===== config.mk =====
export PLATFORM = sky130hd
export DESIGN_NAME = lirt_ctrl
export DESIGN_NICKNAME = d
export VERILOG_FILES = /design/src/sv/lirt_pkg.sv /design/src/sv/lirt_ctrl.sv
export SDC_FILE = /design/constraint.sdc
export NUM_CORES = 1
export LEC_CHECK = 0
export ABC_CLOCK_PERIOD_IN_PS = 1700
export BUFFER_PORTS_ARGS = -buffer_cell sky130_fd_sc_hd__buf_2
export CAP_MARGIN = 30
export CORE_AREA = 5 5 42 44
export CTS_CLUSTER_SIZE = 10
export DETAILED_ROUTE_END_ITERATION = 12
export DIE_AREA = 0 0 47 49
export PLACE_DENSITY = 0.57
export SLEW_MARGIN = 20
export SYNTH_ARGS = -nofsm -noshare
export SYNTH_HDL_FRONTEND = slang
export SYNTH_SLANG_ARGS = --single-unit

===== constraint.sdc =====
create_clock -name clk -period 1.7 [get_ports clk]
set_input_delay 0.17 -clock clk [delete_from_list [all_inputs] [get_ports clk]]
set_output_delay 0.17 -clock clk [all_outputs]
set_load 0.03 [all_outputs]

===== src/sv/lirt_pkg.sv =====
`default_nettype none
package lirt_pkg;

  localparam int MAX_LEN    = 1024;
  localparam int VALUE_BITS = 16;
  localparam int KEY_BITS   = 16;
  localparam int ADDR_W     = (MAX_LEN > 1) ? $clog2(MAX_LEN) : 1;
  localparam int CNT_W      = $clog2(MAX_LEN + 1);

  typedef enum logic [2:0] {
    ST_IDLE,
    ST_DECIDE,
    ST_SRCH,
    ST_SCMP,
    ST_FIN
  } lirt_state_t;

  // controller -> datapath
  typedef struct packed {
    logic capture;
    logic wr_first;
    logic wr_append;
    logic set_ovf;
    logic srch_init;
    logic srch_read;
    logic srch_step;
    logic wr_found;
    logic load_out;
  } lirt_cmd_t;

  // datapath -> controller
  typedef struct packed {
    logic is_first;
    logic want_append;
    logic full;
    logic srch_open;
  } lirt_status_t;

endpackage
`default_nettype wire


===== src/sv/lirt_ctrl.sv =====
`default_nettype none
module lirt_ctrl
  import lirt_pkg::*;
(
  input  wire logic         clk,
  input  wire logic         rst_n,
  input  wire logic         in_valid,
  output logic              in_ready,
  output logic              out_valid,
  input  wire logic         out_ready,
  input  wire lirt_status_t status,
  output lirt_cmd_t         cmd
);

  lirt_state_t state_r, state_nxt;
  logic        out_valid_r, out_valid_nxt;
  logic        out_free;

  assign out_free  = !out_valid_r || out_ready;
  assign out_valid = out_valid_r;
  assign in_ready  = (state_r == ST_IDLE);

  always_comb begin
    state_nxt = state_r;
    unique case (state_r)
      ST_IDLE: begin
        if (in_valid) state_nxt = ST_DECIDE;
      end
      ST_DECIDE: begin
        if (status.is_first || status.want_append) state_nxt = ST_FIN;
        else state_nxt = ST_SRCH;
      end
      ST_SRCH: begin
        if (status.srch_open) state_nxt = ST_SCMP;
        else state_nxt = ST_FIN;
      end
      ST_SCMP: begin
        state_nxt = ST_SRCH;
      end
      ST_FIN: begin
        if (out_free) state_nxt = ST_IDLE;
      end
      default: state_nxt = ST_IDLE;
    endcase
  end

  always_comb begin
    cmd = '0;
    unique case (state_r)
      ST_IDLE: begin
        cmd.capture = in_valid;
      end
      ST_DECIDE: begin
        if (status.is_first) begin
          cmd.wr_first = 1'b1;
        end else if (status.want_append) begin
          cmd.set_ovf   = status.full;
          cmd.wr_append = !status.full;
        end else begin
          cmd.srch_init = 1'b1;
        end
      end
      ST_SRCH: begin
        cmd.srch_read = status.srch_open;
        cmd.wr_found  = !status.srch_open;
      end
      ST_SCMP: begin
        cmd.srch_step = 1'b1;
      end
      ST_FIN: begin
        cmd.load_out = out_free;
      end
      default: cmd = '0;
    endcase
  end

  always_comb begin
    out_valid_nxt = out_valid_r;
    if (out_ready) out_valid_nxt = 1'b0;
    if (cmd.load_out) out_valid_nxt = 1'b1;
  end

  always_ff @(posedge clk) begin
    if (!rst_n) begin
      state_r     <= ST_IDLE;
      out_valid_r <= 1'b0;
    end else begin
      state_r     <= state_nxt;
      out_valid_r <= out_valid_nxt;
    end
  end

endmodule
`default_nettype wire


==> flow_metrics.tcl, run 1 <==
set metrics [dict create \
    clock_skew_ns 0.00320 \
    routedWlPerCell_microns 10.9 \
    critPathKind "register to output port" \
    post_cts_resized 0 \
    place_area_sq_um 393 \
    yosysSeqAreaShare 0.270 \
    synth_seq_cells 4 \
    syn-cell-area_sq_um 297 \
    power_density_nw_per_um2 696 \
    via_count 301 \
    rows 14 \
    ios 19 \
    comb_power_share 0.259 \
    cts_buffers 3 \
    detail-route-antenna-nets 0 \
    antenna_found_initial 0 \
    swShare 0.286 \
    ir_drop_v 0.000280 \
    synthTopCellsByArea "dfxtp_1 (27%), buf_6 (7.6%), nor3_1 (5.1%)" \
    cts_max_level 1 \
    status "finished clean" \
    slew_viol_final 0 \
    p_switching_mw 0.0836 \
    slew_headroom 0.836 \
    area_growth_pct 41.8 \
    final_nets 63 \
    tightest_slew_ns 0.246 \
    grt_pass1_wl_mm 1.13 \
    routed_via_density 4.36 \
    grt_overflow 0 \
    track_usage 0.0683 \
    avgSynthCellArea_sq_um 8.72 \
    syn_inst 34 \
    cts_setup_buffers 0 \
    pre_cts_ws_ns 0.270 \
    synth_top_area_frac 0.270 \
    synth_nets 42 \
    clk_pin_slew_ns 0.04 \
    p_int_mw 0.209 \
    hold_viol 0 \
    ys_top_cells_by_count "dfxtp_1 (4), nor3_1 (3)" \
    fin_tns_setup_ns 0 \
    startpoint "state_r[2]$_SDFFE_PN0P_" \
    clk_path_buf_depth 2 \
    cp-end-kind "output port" \
    root_buffer "clkbuf_4" \
    dieArea_sq_um 2300 \
    synth_top_area_cell "dfxtp_1" \
    clock-sinks 4 \
    ys_types 23 \
    finalCriticalPeriod_ns 1.60 \
    timing.hold.ws_ns 0.193 \
    cp_cell_sequence "or3b_4, nor4b_2, buf_4" \
    ys.flop_type "dfxtp_1" \
    die_w_microns 47 \
    synth_edf_count 0 \
    hold_path.class "primary input to register" \
    power_frac_seq 0.357 \
    crit_required_ns 1.53 \
    initial_core_util 0.212 \
    r2r-start "state_r[0]$_SDFFE_PN0P_" \
    drt_pass1_iterations 2 \
    startpoint_type "register" \
    leakage_nw 0.213 \
    rsz0062_at_grt "no" \
    clk_latency_ns 0.23 \
    async_flop_share 0 \
    placed_cells 66 \
    worst-path-max-fanout 10 \
    diodes 0 \
    setup_slack_ns 0.0987 \
    slowest_delay_ns 0.43 \
    grt_pass1_vias 281 \
    stdcell_count 69 \
    fin_crit_sh 0.942 \
    final_core_util 0.300 \
    cts_tree "built" \
    crit_arrival_ns 1.43 \
    ctsHoldBuffers 0 \
    cap_violations 0 \
    drtIter0Drc 1 \
    cp_top_family "simple AND/OR/NAND/NOR gates" \
    clock.fmax_mhz 625 \
    post-route-drc-count 0 \
    hold_path_startpoint "rst_n" \
    critical_path_buf_inv_count 1 \
    hpwl_microns 628 \
    power_mw 0.293 \
    coreArea_sq_um 1400 \
    gp_congestion 0.641 \
    yosysWarnings 0 \
    clock_power_share 0.383 \
    crit_slowest_cell "or3b_4" \
    yosysMostFrequentCell "dfxtp_1" \
    grt_max_degree 11 \
    fin_area_sq_um 420 \
    finalSetupViolCount 0 \
    drive_above_1_share 0.547 \
    chipHeight_microns 49 \
    wl_microns 751 \
    numPortBuffers 18 \
]
==> per-layer routing <==
layer,up-vias,GRT usage,wire [microns]
met3,0,0.0258,63
li1,163,-,-
met2,8,0.106,379
met5,-,0,0
met1,130,0.0746,309
met4,0,0.0415,0
==> final timing paths <==
path / endpoint / slack, ns / depth (start not counted)
max: cmd[6] / 0.1 / 3
min: out_valid$_SDFFE_PN0P_ / 0.19 / 2
min reg2reg: state_r[1]$_SDFFE_PN0P_ / 0.57 / 2
max reg2reg: state_r[2]$_SDFFE_PN0P_ / 0.58 / 5
==> state kept, by name, summed over array words and instances, names as in the netlist <==
register	count
out_valid	1
state_r	3
==> cell type report <==
class                   instances  area (sq um)
fillers                       161           981
multi-input cells              25           184
repair buffers                 20           108
flip-flops and latches          4          82.6
clock buffers                   3          22.5
well taps                      16          20.0
inverters                       1          3.75
==> power by group through the flow <==
stage	sequential [mW]	combinational (mW)	clock [mW]
5_1_grt	0.105	0.0825	0.128
3_5_place_dp	0.105	0.0768	0
3_3_place_gp	0.105	0.0762	0
4_1_cts	0.104	0.0770	0.119
2_1_floorplan	0.103	0.0567	0
6_report	0.104	0.0759	0.112
==> cell families (layout without fill, tap and decap cells) <==
kind of cell    Yosys count  count (layout)  synth area share
compound gates            6               6             0.152
flops                     4               4             0.270
buf+inv                   5              24             0.131
simple gates             19              19             0.447
==> placed cells by master (no fill, tap or decap), drive strengths merged, types with 2 or more instances in the layout <==
cell,instances
o21a,2
nor2b,2
o21ai,2
buf,20
nor3,3
nor2,2
dfxtp,4
nor3b,2
clkbuf,3
nor4b,2
Power figures use the tool's default switching activity.
==> inputs of run 2 (changes only) <==
- ABC_CLOCK_PERIOD_IN_PS: 1700 -> 1500
- clock period: 1.7 -> 1.5 ns (I/O delays scaled with it)
==> run 2 against run 1 <==
Net effect: the run now ends with negative setup slack left; final cell count up 4.3%; sequential power is 12% higher; critical path depth is the same; sequential cell count did not move; non-clock buffer count rose by 3; worst hold slack got worse by 0.025 ns; critical path type unchanged.
==> flow_metrics.tcl, run 2 (synthesis gave the netlist of run 1 again) <==
set metrics [dict create \
    status "complete, but fails checks" \
    violations "negative setup slack" \
    timing.hold.ws_ns 0.168 \
    power_density_nw_per_um2 728 \
    clock-sinks 4 \
    cts_tree "built" \
    crit_arrival_ns 1.37 \
    final_cell_mix "buf_2 (15), buf_4 (7), clkbuf_4 (3), dfxtp_2 (3)" \
    coreArea_sq_um 1400 \
    hold_path.class "primary input to register" \
    worst-path-max-fanout 4 \
    leakage_nw 0.245 \
    chipHeight_microns 49 \
    routedWlPerCell_microns 10.4 \
    diodes 0 \
    fin_crit_sh 1.01 \
    grt_pass1_vias 313 \
    numPortBuffers 18 \
    crit_cells 3 \
    initial_core_util 0.212 \
    cp_top_family "simple AND/OR/NAND/NOR gates" \
    tightest_slew_ns 0.260 \
    rr_worst_depth 4 \
    largest-register "state_r" \
    cap_violations 0 \
    clock.fmax_mhz 658 \
    routed_via_density 4.38 \
    cts_max_level 1 \
    dieArea_sq_um 2300 \
    drive_above_1_share 0.661 \
    clock_skew_ns 0.00219 \
    crit_slowest_cell "or3b_4" \
    hold_viol 0 \
    startpoint "state_r[2]$_SDFFE_PN0P_" \
    finalCriticalPeriod_ns 1.52 \
    final_core_util 0.345 \
    antenna_found_initial 0 \
    grt_pass1_wl_mm 1.31 \
    largest_reg_flops 3 \
    gp_congestion 0.701 \
    grt_max_degree 10 \
    track_usage 0.0782 \
    slew_headroom 0.826 \
    crit_required_ns 1.35 \
    area_growth_pct 62.9 \
    power_mw 0.352 \
    detail-route-antenna-nets 0 \
    cts_buffers 3 \
    clk_path_buf_depth 2 \
    layout_commonest_cell "buf_2" \
    rows 14 \
    setup_slack_ns -0.0186 \
    ir_drop_v 0.000386 \
    critPathKind "register to output port" \
    wl_microns 749 \
    clk_latency_ns 0.23 \
    r2r_slack_ns 0.32 \
    die_w_microns 47 \
    drtIter0Drc 1 \
    hold_path_startpoint "rst_n" \
    cp-end-kind "output port" \
    r2r-start "state_r[2]$_SDFFE_PN0P_" \
    fin_tns_setup_ns -0.0186 \
    critical_path_buf_inv_count 1 \
    clk_pin_slew_ns 0.04 \
    placed_cells 68 \
    root_buffer "clkbuf_4" \
    grt_overflow 0 \
    stdcell_count 72 \
    drt_pass1_iterations 4 \
    via_count 315 \
    slowest_delay_ns 0.40 \
    rsz0062_at_grt "yes" \
    ios 19 \
    slew_viol_final 0 \
    ctsHoldBuffers 0 \
    final_nets 66 \
    cp_cell_sequence "or3b_4, nor4b_4, buf_6" \
    holdPathStages 2 \
    finalSetupViolCount 1 \
    hpwl_microns 607 \
    post-route-drc-count 0 \
    startpoint_type "register" \
]
==> run 2: cell count changes in the layout (fill, tap and decap cells not counted), sizes merged <==
cell  delta
buf      +3
==> run 2: through the flow <==
step	setup WS [ns]	instance area (sq um)
5_1_grt	-0.0667	483
2_1_floorplan	0.0731	323
6_report	-0.0186	483
4_1_cts	-0.0339	462
3_3_place_gp	0.174	428
3_5_place_dp	0.153	428
==> run 2: power by group <==
group	internal, mW	leakage (nW)	switching, mW
sequential	0.113	0.0339	0.00291
clock	0.0895	0.0138	0.0442
combinational	0.0440	0.197	0.0583
total	0.246	0.245	0.105
==> run 2: worst paths after layout <==
check,endpoint
max,cmd[6]
min,out_valid$_SDFFE_PN0P_
max reg2reg,state_r[2]$_SDFFE_PN0P_
min reg2reg,state_r[1]$_SDFFE_PN0P_
==> run 2: layout make-up <==
type                       count  area, sq um
clock buffer                   3         22.5
fill                         151          918
inverter                       1         3.75
multi-input combinational     25          214
sequential                     4         83.8
tap                           16         20.0
timing repair buffer          23          139
==> run 2: what timing repair did <==
item,in CTS,in global routing
resized for setup,4,6
setup endpoints to repair,3,4
pin swaps,1,0
buffers inserted,0,1
==> run 2: routing by layer <==
| layer | wire length [microns] | share of wire | GRT usage | vias to the layer above |
|---|---|---|---|---|
| met5 | 0 | 0 | 0 | - |
| met3 | 81 | 0.11 | 0.0258 | 0 |
| met4 | 0 | 0 | 0.0553 | 0 |
| met1 | 315 | 0.42 | 0.0989 | 140 |
| li1 | - | - | - | 165 |
| met2 | 352 | 0.47 | 0.106 | 10 |
==> inputs of run 3 (changes only) <==
- CELL_PAD_IN_SITES_DETAIL_PLACEMENT: not set -> 0
- CELL_PAD_IN_SITES_GLOBAL_PLACEMENT: not set -> 1
- PLACE_DENSITY: 0.57 -> not set
- PLACE_DENSITY_LB_ADDON: not set -> 0.08
==> run 3 against run 2 <==
Net effect: the run still ends with negative setup slack left; non-clock buffer count fell by 1; routed wire length rose by 13%; clock skew fell by 0.00076 ns; final area rose by 1.3%; sequential cell count did not move; critical endpoint unchanged; clock-buffer cell count did not move.
==> flow_metrics.tcl, run 3 (synthesis gave the netlist of run 1 again) <==
set metrics [dict create \
    hold_viol 0 \
    fill_cells 155 \
    clock_skew_ns 0.00143 \
    power_density_nw_per_um2 733 \
    pre_cts_ws_ns 0.169 \
    fin_area_sq_um 489 \
    ios 19 \
    p_switching_mw 0.111 \
    critical_path_buf_inv_count 1 \
    drt_pass1_iterations 4 \
    via_count 335 \
    worst-path-max-fanout 3 \
    final_cell_mix "buf_2 (13), buf_4 (6), clkbuf_4 (4)" \
    cp_top_family "simple AND/OR/NAND/NOR gates" \
    diodes 0 \
    post-route-drc-count 0 \
    routed_via_density 4.72 \
    track_usage 0.0802 \
    place_area_sq_um 428 \
    grt_pass1_vias 320 \
    slew_viol_final 0 \
    crit_required_ns 1.35 \
    clk_path_buf_depth 2 \
    grt_pass1_wl_mm 1.30 \
    status "complete, but fails checks" \
    rr_worst_depth 5 \
    r2r-start "state_r[2]$_SDFFE_PN0P_" \
    drtIter0Drc 3 \
    clk_pin_slew_ns 0.04 \
    ir_drop_v 0.000231 \
    finalCriticalPeriod_ns 1.53 \
    min_to "out_valid$_SDFFE_PN0P_" \
    cp-end-kind "output port" \
    cts_max_level 1 \
    root_buffer "clkbuf_4" \
    grt_busiest_layer "met2" \
    rows 14 \
    clock_power_share 0.385 \
    p_int_mw 0.247 \
    slew_headroom 0.820 \
    cts_buffers 3 \
    numPortBuffers 18 \
    wl_microns 848 \
    rsz0062_at_grt "yes" \
    hold_path_startpoint "rst_n" \
    clock.fmax_mhz 654 \
    cap_violations 0 \
    final_nets 65 \
    power_frac_seq 0.319 \
    crit_cells 3 \
    startpoint_type "register" \
    die_w_microns 47 \
    crit_arrival_ns 1.38 \
    grtUsageMet3 0.0295 \
    power_mw 0.358 \
    clk_latency_ns 0.24 \
    drive_above_1_share 0.636 \
    r2r_slack_ns 0.39 \
    clock-sinks 4 \
    finalSetupViolCount 1 \
    register_area_sq_um 82.6 \
    hold_path.class "primary input to register" \
    violations "negative setup slack" \
    antenna_found_initial 0 \
    multi_input_area_sq_um 220 \
    use_met1 0.0853 \
    grt_overflow 0 \
    setup_slack_ns -0.0297 \
    holdPathStages 2 \
    detail-route-antenna-nets 0 \
    layout_commonest_cell "buf_2" \
    gp_congestion 0.741 \
    critPathKind "register to output port" \
    comb_power_share 0.296 \
    cts_tree "built" \
    initial_core_util 0.212 \
    timing.hold.ws_ns 0.165 \
    crit_slowest_cell "or3b_4" \
    largest-register "state_r" \
    fin_tns_setup_ns -0.0297 \
    grt_max_degree 10 \
    leakage_nw 0.239 \
    chipHeight_microns 49 \
    area_growth_pct 65.0 \
    rr_endpoint "state_r[2]$_SDFFE_PN0P_" \
    routedWlPerCell_microns 11.9 \
    use_met2 0.118 \
    slowest_delay_ns 0.43 \
    tightest_slew_ns 0.269 \
    coreArea_sq_um 1400 \
    largest_reg_flops 3 \
    cp_cell_sequence "or3b_4, nor4b_4, buf_6" \
    dieArea_sq_um 2300 \
    swShare 0.311 \
    fin_crit_sh 1.02 \
    hpwl_microns 700 \
]
-- run 3: changes by cell type in the layout (fill, tap and decap cells not counted) --
cell,change
nor3b_2,-1
nor3b_4,+1
buf_2,-2
clkbuf_4,+1
dfxtp_2,-1
buf_4,-1
dfxtp_1,+1
buf_6,+1
-- run 3: layer usage --
metal  wire [microns]  up-vias
li1                 -      164
met1              312      152
met2              392       16
met3              112        3
met4               30        0
met5                0        -
-- run 3: power by group through the flow --
stage / clock network (mW) / registers [mW] / logic (mW)
2_1_floorplan: 0 / 0.117 / 0.0683
3_3_place_gp: 0 / 0.115 / 0.0987
3_5_place_dp: 0 / 0.116 / 0.101
4_1_cts: 0.145 / 0.114 / 0.103
5_1_grt: 0.152 / 0.115 / 0.113
6_report: 0.138 / 0.114 / 0.106
-- run 3: metrics by stage --
step / utilization / instances
finish: 0.349 / 71
global route: 0.349 / 71
CTS: 0.330 / 71
detailed placement: 0.305 / 68
global placement: 0.305 / 68
floorplan: - / 34
-- run 3: cell type report --
type / count / share of cell area
clock buffer: 3 / 0.0460
inverter: 1 / 0.00767
multi-input combinational: 25 / 0.450
sequential: 4 / 0.169
tap: 16 / 0.0409
timing repair buffer: 22 / 0.286
-- run 3: worst max-delay path by stage --
stage                            start     end  slack (ns)
2_1_floorplan  state_r[2]$_SDFFE_PN0P_  cmd[6]        0.07
3_3_place_gp   state_r[2]$_SDFFE_PN0P_  cmd[6]        0.21
4_1_cts        state_r[1]$_SDFFE_PN0P_  cmd[6]       -0.06
6_report       state_r[1]$_SDFFE_PN0P_  cmd[6]       -0.03
5_1_grt        state_r[1]$_SDFFE_PN0P_  cmd[6]       -0.06
3_5_place_dp   state_r[2]$_SDFFE_PN0P_  cmd[6]        0.17
-- run 3: what timing repair did --
action	CTS	global route
gates resized for setup	3	12
hold buffers	0	0
setup buffers	0	0
pin swaps	1	0
endpoints found under the setup margin	3	5
